### src/hdl/pflr_pkg.sv
`default_nettype none

package pflr_pkg;

  // Default screen geometry
  localparam int DEF_WIDTH_PX  = 128;
  localparam int DEF_HEIGHT_PX = 64;

  // Page layout: eight rows share one byte
  localparam int PAGE_SHIFT       = 3;
  localparam int BIT_IN_PAGE_MASK = 7;

  // Field widths
  localparam int FUNC_W  = 2;
  localparam int COORD_W = 12;
  localparam int POS_W   = COORD_W + 1;  // walk positions and endpoint differences
  localparam int ERR_W   = POS_W + 1;    // Bresenham error term
  localparam int INDEX_W = 10;
  localparam int BYTE_W  = 8;
  localparam int COUNT_W = 8;

  // Operation codes
  localparam logic [FUNC_W-1:0] FUNC_CLEAR = 2'd0;
  localparam logic [FUNC_W-1:0] FUNC_LINE  = 2'd1;
  localparam logic [FUNC_W-1:0] FUNC_READ  = 2'd2;

  // One pixel of the walk, screen coordinates
  typedef struct packed {
    logic                    valid;
    logic                    last;
    logic signed [POS_W-1:0] x;
    logic signed [POS_W-1:0] y;
  } pixel_t;

endpackage

`default_nettype wire

### src/hdl/pflr_stepper.sv
`default_nettype none

// Bresenham walker: setup states SP_DIFF, SP_ORDER and SP_PREP, then one pixel per cycle.
module pflr_stepper (
  input  wire logic                                  clk,
  input  wire logic                                  rst,
  input  wire logic                                  start,
  input  wire logic signed [pflr_pkg::COORD_W-1:0]   ax_in,
  input  wire logic signed [pflr_pkg::COORD_W-1:0]   ay_in,
  input  wire logic signed [pflr_pkg::COORD_W-1:0]   bx_in,
  input  wire logic signed [pflr_pkg::COORD_W-1:0]   by_in,
  output pflr_pkg::pixel_t                           pix
);

  localparam int POS_W   = pflr_pkg::POS_W;
  localparam int ERR_W   = pflr_pkg::ERR_W;
  localparam int COORD_W = pflr_pkg::COORD_W;

  typedef enum logic [4:0] {
    SP_IDLE  = 5'b00001,
    SP_DIFF  = 5'b00010,
    SP_ORDER = 5'b00100,
    SP_PREP  = 5'b01000,
    SP_WALK  = 5'b10000
  } step_state_t;

  step_state_t state;

  logic signed [POS_W-1:0] ax, ay, bx, by;
  logic signed [POS_W-1:0] ddx, ddy;
  logic signed [POS_W-1:0] u, v, u_end, v_end;
  logic                    steep;
  logic        [POS_W-1:0] dx, dy;
  logic signed [ERR_W-1:0] err;
  logic                    up;
  logic      [COORD_W-1:0] cnt;

  // Ordering: swap axes for steep lines, then put the lower major coordinate first
  logic        [POS_W-1:0] adx, ady;
  logic                    steep_c;
  logic signed [POS_W-1:0] su0, sv0, su1, sv1;

  always_comb begin
    adx     = ddx[POS_W-1] ? POS_W'(-ddx) : POS_W'(ddx);
    ady     = ddy[POS_W-1] ? POS_W'(-ddy) : POS_W'(ddy);
    steep_c = ady > adx;
    su0     = steep_c ? ay : ax;
    sv0     = steep_c ? ax : ay;
    su1     = steep_c ? by : bx;
    sv1     = steep_c ? bx : by;
  end

  // Setup of step sizes
  logic signed [POS_W-1:0] dx_c, dv_c;

  always_comb begin
    dx_c = u_end - u;
    dv_c = v_end - v;
  end

  // One error update per pixel
  logic signed [ERR_W-1:0] err_dec;

  always_comb begin
    err_dec = err - $signed({1'b0, dy});
  end

  always_ff @(posedge clk) begin
    if (rst) begin
      state <= SP_IDLE;
    end else begin
      unique case (state)
        SP_IDLE:  if (start) state <= SP_DIFF;
        SP_DIFF:  state <= SP_ORDER;
        SP_ORDER: state <= SP_PREP;
        SP_PREP:  state <= SP_WALK;
        SP_WALK:  if (cnt == '0) state <= SP_IDLE;
        default:  state <= SP_IDLE;
      endcase
    end
  end

  always_ff @(posedge clk) begin
    unique case (state)
      SP_IDLE: begin
        ax <= POS_W'(ax_in);
        ay <= POS_W'(ay_in);
        bx <= POS_W'(bx_in);
        by <= POS_W'(by_in);
      end
      SP_DIFF: begin
        ddx <= bx - ax;
        ddy <= by - ay;
      end
      SP_ORDER: begin
        steep <= steep_c;
        if (su0 > su1) begin
          u     <= su1;
          v     <= sv1;
          u_end <= su0;
          v_end <= sv0;
        end else begin
          u     <= su0;
          v     <= sv0;
          u_end <= su1;
          v_end <= sv1;
        end
      end
      SP_PREP: begin
        dx  <= POS_W'(dx_c);
        dy  <= dv_c[POS_W-1] ? POS_W'(-dv_c) : POS_W'(dv_c);
        err <= $signed({2'b00, dx_c[POS_W-1:1]});
        up  <= v < v_end;
        cnt <= dx_c[COORD_W-1:0];
      end
      SP_WALK: begin
        u   <= u + POS_W'(1);
        cnt <= cnt - COORD_W'(1);
        if (err_dec < 0) begin
          v   <= up ? v + POS_W'(1) : v - POS_W'(1);
          err <= err_dec + $signed({1'b0, dx});
        end else begin
          err <= err_dec;
        end
      end
      default: begin
      end
    endcase
  end

  always_comb begin
    pix.valid = (state == SP_WALK);
    pix.last  = (cnt == '0);
    pix.x     = steep ? v : u;
    pix.y     = steep ? u : v;
  end

endmodule

`default_nettype wire

### config.mk
export PLATFORM = sky130hd
export DESIGN_NAME = pflr_stepper
export DESIGN_NICKNAME = d
export VERILOG_FILES = /design/src/hdl/pflr_pkg.sv /design/src/hdl/pflr_stepper.sv
export SDC_FILE = /design/constraint.sdc
export NUM_CORES = 1
export LEC_CHECK = 0
export BUFFER_PORTS_ARGS = -buffer_cell sky130_fd_sc_hd__buf_2
export CAP_MARGIN = 20
export CORE_AREA = 2 2 200 202
export CTS_BUF_LIST = sky130_fd_sc_hd__clkbuf_8 sky130_fd_sc_hd__clkbuf_16
export DETAILED_ROUTE_END_ITERATION = 10
export DIE_AREA = 0 0 202 204
export MAX_ROUTING_LAYER = met4
export SYNTH_ARGS = -nofsm -noshare
export SYNTH_HDL_FRONTEND = slang
export SYNTH_SLANG_ARGS = --single-unit
### constraint.sdc
create_clock -name clk -period 5.47 [get_ports clk]
set_input_delay 0.2735 -clock clk [delete_from_list [all_inputs] [get_ports clk]]
set_output_delay 0.2735 -clock clk [all_outputs]
set_load 0.05 [all_outputs]
* After elaboration in Yosys (flattened, before gate mapping)
Cells that the tools add are included. W data, S select, Z words.
Word-level totals: bits in latches 0, bits in read-only memories 0, RAM bits 0, flip-flop bits (word level) 185, memories 0
Cells by class: muxes and demuxes 23, divide/modulo/power cells 0, bitwise operators 0, add/subtract/negate cells 13, order comparisons 4, equal/unequal tests 8, shift operators 0, multipliers 0, reductions and logical operators 5
Operators by type and width (count):
- $mux W13 | 14
- $pmux W13 S2 | 2
- $neg A13 Y13 | 3
- $pmux W14 S2 | 1
- $add A13 B2 Y13 const B | 2
- $gt A13 B13 Y1 | 2
- $sub A12 B12 Y13 | 2
- $sub A13 B13 Y13 | 2
- $pmux W5 S5 | 1
- $pmux W12 S2 | 1
- $add A14 B14 Y14 | 1
- $lt A14 B1 Y1 const B | 1
- $mux W14 | 1
- $sub A14 B14 Y14 | 1
- $lt A13 B13 Y1 | 1
- $sub A13 B2 Y13 const B | 1
- $logic_not A12 Y1 | 1
- $mux W12 | 1
- $sub A12 B1 Y12 const B | 1
- $mux W5 | 2
- $eq A5 B1 Y1 const B | 1
- $eq A5 B2 Y1 const B | 1
- $eq A5 B3 Y1 const B | 1
- $eq A5 B4 Y1 const B | 1
- 5 further kinds | 8

* Depth between registers and ports, before layout
depth in word-level cells 7, mapped depth 28, depth with buffers taken out 23

* Least setup slack after synthesis
OpenSTA, ideal clock, no wires.
path type register to register, start point register ddy[4], end point register v[0], data pin, data required time 5.203 ns, buffers on the path 4, arrival time 5.148 ns, setup slack 0.055 ns, cell stages (with the launch flop) 25, cells stage by stage edfxtp_1 or4_1 or4_1 o31ai_1 xnor2_1 ha_1 a21oi_1 o21ai_1 a2111oi_1 a21o_4 inv_4 buf_2 buf_2 nand2_1 o21ai_0 ha_1 nand3_1 nor3_1 a21oi_1 a222oi_1 buf_2 buf_4 mux2_2 o22ai_1 a21oi_1
On the way: cells in the longest elaborated chain, start to end 7
Ends and longest elaborated chain:
- from (decl) | RTL line pflr_stepper.sv:30 | logic signed [POS_W-1:0] ddx, ddy;
- from (signal assigned) | RTL line pflr_stepper.sv:93 | ddy <= by - ay;
- $neg A13 Y13 | RTL line pflr_stepper.sv:45 | ady = ddy[POS_W-1] ? POS_W'(-ddy) : POS_W'(ddy);
- $mux W13 * | RTL line pflr_stepper.sv:45
- $gt A13 B13 Y1 * | RTL line pflr_stepper.sv:46 | steep_c = ady > adx;
- $mux W13, on equally long branches | RTL line pflr_stepper.sv:47, pflr_stepper.sv:49
- $gt A13 B13 Y1 | RTL line pflr_stepper.sv:97 | if (su0 > su1) begin
- $mux W13 * | RTL line pflr_stepper.sv:97
- $pmux W13 S2 * | RTL line pflr_stepper.sv:84 | unique case (state)
- to (signal assigned) | RTL line pflr_stepper.sv:99 | v <= sv1;
- to (signal assigned) | RTL line pflr_stepper.sv:104 | v <= sv0;
- to (signal assigned) | RTL line pflr_stepper.sv:120 | v <= up ? v + POS_W'(1) : v - POS_W'(1);
- to (decl) | RTL line pflr_stepper.sv:31 | logic signed [POS_W-1:0] u, v, u_end, v_end;
Every way passes the cells marked *; elsewhere a longest branch is shown, timed or not. A chain may end at the register's enable or synchronous reset.

* Worst setup path in the final report
start point register ddx[6], end point register v[1], data pin
On the way: cells in the longest elaborated chain, start to end 7
Ends and longest elaborated chain:
- from (decl) | RTL line pflr_stepper.sv:30
- from (signal assigned) | RTL line pflr_stepper.sv:92 | ddx <= bx - ax;
- $neg A13 Y13 | RTL line pflr_stepper.sv:44 | adx = ddx[POS_W-1] ? POS_W'(-ddx) : POS_W'(ddx);
- $mux W13 * | RTL line pflr_stepper.sv:44
- $gt A13 B13 Y1 * | RTL line pflr_stepper.sv:46
- $mux W13, on equally long branches | RTL line pflr_stepper.sv:47, pflr_stepper.sv:49
- $gt A13 B13 Y1 | RTL line pflr_stepper.sv:97
- $mux W13 * | RTL line pflr_stepper.sv:97
- $pmux W13 S2 * | RTL line pflr_stepper.sv:84
Marked as above.

==> impl_metrics.ini <==
[global_routing]
overflow = 0
grt_usage_pct = 18.7
grt_pass1_vias = 10800
grt_max_degree = 50
grt_pass1_wl_mm = 58.3
antenna_found_initial = 0

[route]
met3_length_mm = 1.50
highest_layer = met4
via_count = 10900
drtIter0Drc = 771
dr.pass1.iters = 7
wl_mm = 37.6
vias_per_cell = 5.23
antenna_left = 0
detail_route.wl_per_cell_um = 18.0
drc = 0
wl_met1_mm = 16.8
wl_met2_mm = 18.2

[critical_path]
critPathSlowestCell = or4_4
rr_worst_depth = 21
crit_chain = or4_4 -> or3_4 -> or4_4 -> ha_4 -> nand4_1 -> or4_4 -> o21ai_4 -> a21o_4 -> inv_8 -> mux2i_4 -> ha_4 -> nand4_1 -> o221ai_2 -> a21oi_1 -> a222oi_1 -> buf_4 -> buf_12 -> clkbuf_16 -> nor2_1 -> a21oi_1 -> a21oi_1
critPathArrivalTime_ns = 5.76
crit_path_end_kind = flop
cp_data_required_time_ns = 5.66
critPathKind = reg2reg
critPathLaunchType = flop
crit_buf_inv = 4
critPathTopFamily = simple AND/OR/NAND/NOR gates
path_depth = 21
cp_max_fo = 18
max_stage_delay_ns = 0.55

[logic_synthesis]
yosysWarningCount = 0
synth_edf_count = 178
synth.net_count = 1536
async_flop_share_pct = 0
yosys_most_used_dff = edfxtp_1
yosys-top-cells-count = edfxtp_1 (178), inv_1 (128), nor2_1 (122)
syn_avg_cell_area_um2 = 9.89
ys_types = 78
netlist_instances = 1362
synth.most_common_cell = edfxtp_1
synth_top_area_share_pct = 39.7
yosysSeqAreaShare_pct = 40.4
synth.area.top_cells = edfxtp_1 (40%), ha_1 (11%), mux2i_1 (5.3%)
synth_top_area_cell = edfxtp_1
ys_seq_elements = 183
syn_area_um2 = 13500

[layout]
diodes = 0
final_net_count = 1727
final_core_util_pct = 42.4
area_delta_synth_final_pct = 23.5
layout-drive-gt1-share_pct = 19.7

[timing]
rsz0062_at_grt = yes
fin_crit_sh_pct = 102
fin_tns_setup_ns = -1.56
slew-limit-headroom_pct = 36.5
clock-skew-final_ns = 0.0149
slew_violations = 0
period_needed_ns = 5.57
fmax_mhz = 179
setup_viol = 29
hold_viol = 0
setup_ws_ns = -0.105
tightest_slew_ns = 0.945

[floorplan]
ios = 79
die_w_um = 202
start_util_pct = 34.4
core.rowCount = 73
die_area_um2 = 41200
die_y_um = 204
core_um2 = 39200

[placement]
portBuffers = 78
dp_hpwl_mm = 28.2
place.gp.congestion = 0.871

[clock_network]
clockBufferDepth = 2
numClockSinks = 183
clk_latency_ns = 0.45
ctsHtreeMaxLevel = 4
path_clk_slew_ns = 0.07
cts_buffers = 17
cts_root_buf = clkbuf_16
cts_tree = built

[run_status]
violations = setup timing
outcome = complete, but fails checks

[min_path]
worstHoldPathCells = 1
hold_class = in2reg

[power]
ir_drop_mv = 0.253
powerDensity_nw_per_um2 = 291
power_leakage_uw = 0.00686

[run]
max_cap_violations = 0
[layout by cell type, fill, tap and decap left out, drive strengths merged, types with 5 or more instances in the layout]
| master | synthesis | final |
|---|---|---|
| edfxtp | 178 | 178 |
| buf | 24 | 160 |
| inv | 129 | 137 |
| nor2 | 123 | 123 |
| ha | 116 | 116 |
| a21oi | 101 | 101 |
| nand2 | 98 | 98 |
| o21ai | 80 | 80 |
| xnor2 | 75 | 75 |
| mux2i | 71 | 71 |
| dlygate4sd3 | 0 | 45 |
| nor3 | 39 | 39 |
| xor2 | 34 | 34 |
| nor2b | 23 | 23 |
| mux2 | 23 | 23 |
| a211oi | 22 | 22 |
| nand3 | 20 | 20 |
| clkbuf | 12 | 19 |
| a21o | 18 | 19 |
| o21a | 13 | 13 |
| o41ai | 11 | 11 |
| nand2b | 9 | 9 |
| o31ai | 9 | 9 |
| nand4 | 8 | 8 |
| a31oi | 7 | 7 |
| fa | 7 | 7 |
| a21boi | 7 | 7 |
| nor4 | 6 | 6 |
| or4 | 6 | 6 |
| or3 | 6 | 6 |
| or2 | 6 | 6 |
| a222oi | 5 | 5 |
| nor3b | 5 | 5 |
| dfxtp | 5 | 5 |
[registers in the layout, indices dropped and copies added (netlist names), 13 cells and up]
register  count
ddx          13
ddy          13
dx           13
dy           13
err          14
u            13
v            13
[per-stage QoR]
step	setup WS [ns]	cell area (µm²)	power [µW]	hold WS (ns)	std cells
6_report	-0.105	16600	4830	0.00759	2091
3_5_place_dp	-0.368	14800	3120	0.452	1994
2_1_floorplan	0.0553	13500	2690	0.350	1362
5_1_grt	-0.303	16600	5050	0.000247	2091
3_3_place_gp	-0.255	14800	3090	0.450	1994
4_1_cts	-0.0303	16200	4580	0.000918	2077
[worst register-to-register path, delay by kind of cell, from the launching register on]
| family | cells | cell delay (ns) |
|---|---|---|
| simple gates | 7 | 2.14 |
| flops | 1 | 0.39 |
| mux | 1 | 0.24 |
| buf+inv | 4 | 0.66 |
| fa+ha+maj | 2 | 0.58 |
| compound gates | 7 | 1.28 |
[worst paths after layout]
path	start	slack, ns	to
min	ay_in[11]	0.008	ay[11]
max reg2reg	ddx[6]	-0.10	v[1]
max	ddx[6]	-0.10	v[1]
min reg2reg	state[0]	0.59	state[1]
[repair_timing]
item	CTS	global route
setup endpoints to repair	50	50
hold buffers	44	1
setup buffers	5	9
cloned	2	2
hold endpoints to repair	44	1
resized for setup	43	71
pin swaps	5	19
[routing by layer]
| layer | up-vias | GRT usage, % |
|---|---|---|
| met5 | - | - |
| met2 | 270 | 31.4 |
| li1 | 5340 | - |
| met1 | 5272 | 23.1 |
| met3 | 53 | 2.71 |
| met4 | 0 | 6.12 |
[report_power, final]
group          switching (µW)  internal [µW]  total [µW]
Sequential               82.7           1690        1770
Combinational             859            916        1770
Clock                     602            687        1290
Total                    1540           3290        4830
[kinds of logic after synthesis]
kind of cell / Yosys count / synth area share [%]
compound gates: 322 / 15.6
xor+xnor: 109 / 7.09
fa+ha+maj: 123 / 11.8
buf+inv: 165 / 4.92
flops: 183 / 40.4
mux: 94 / 7.26
simple gates: 366 / 12.9
[layout make-up]
cell class	count	area (µm²)
fillers	3716	22600
clock inverters	15	169
well taps	525	657
flip-flops and latches	183	5450
inverters	129	492
multi-input cells	1015	7790
repair buffers	207	1650
clock buffers	17	425
No activity file was read; power rests on OpenSTA's default activity.
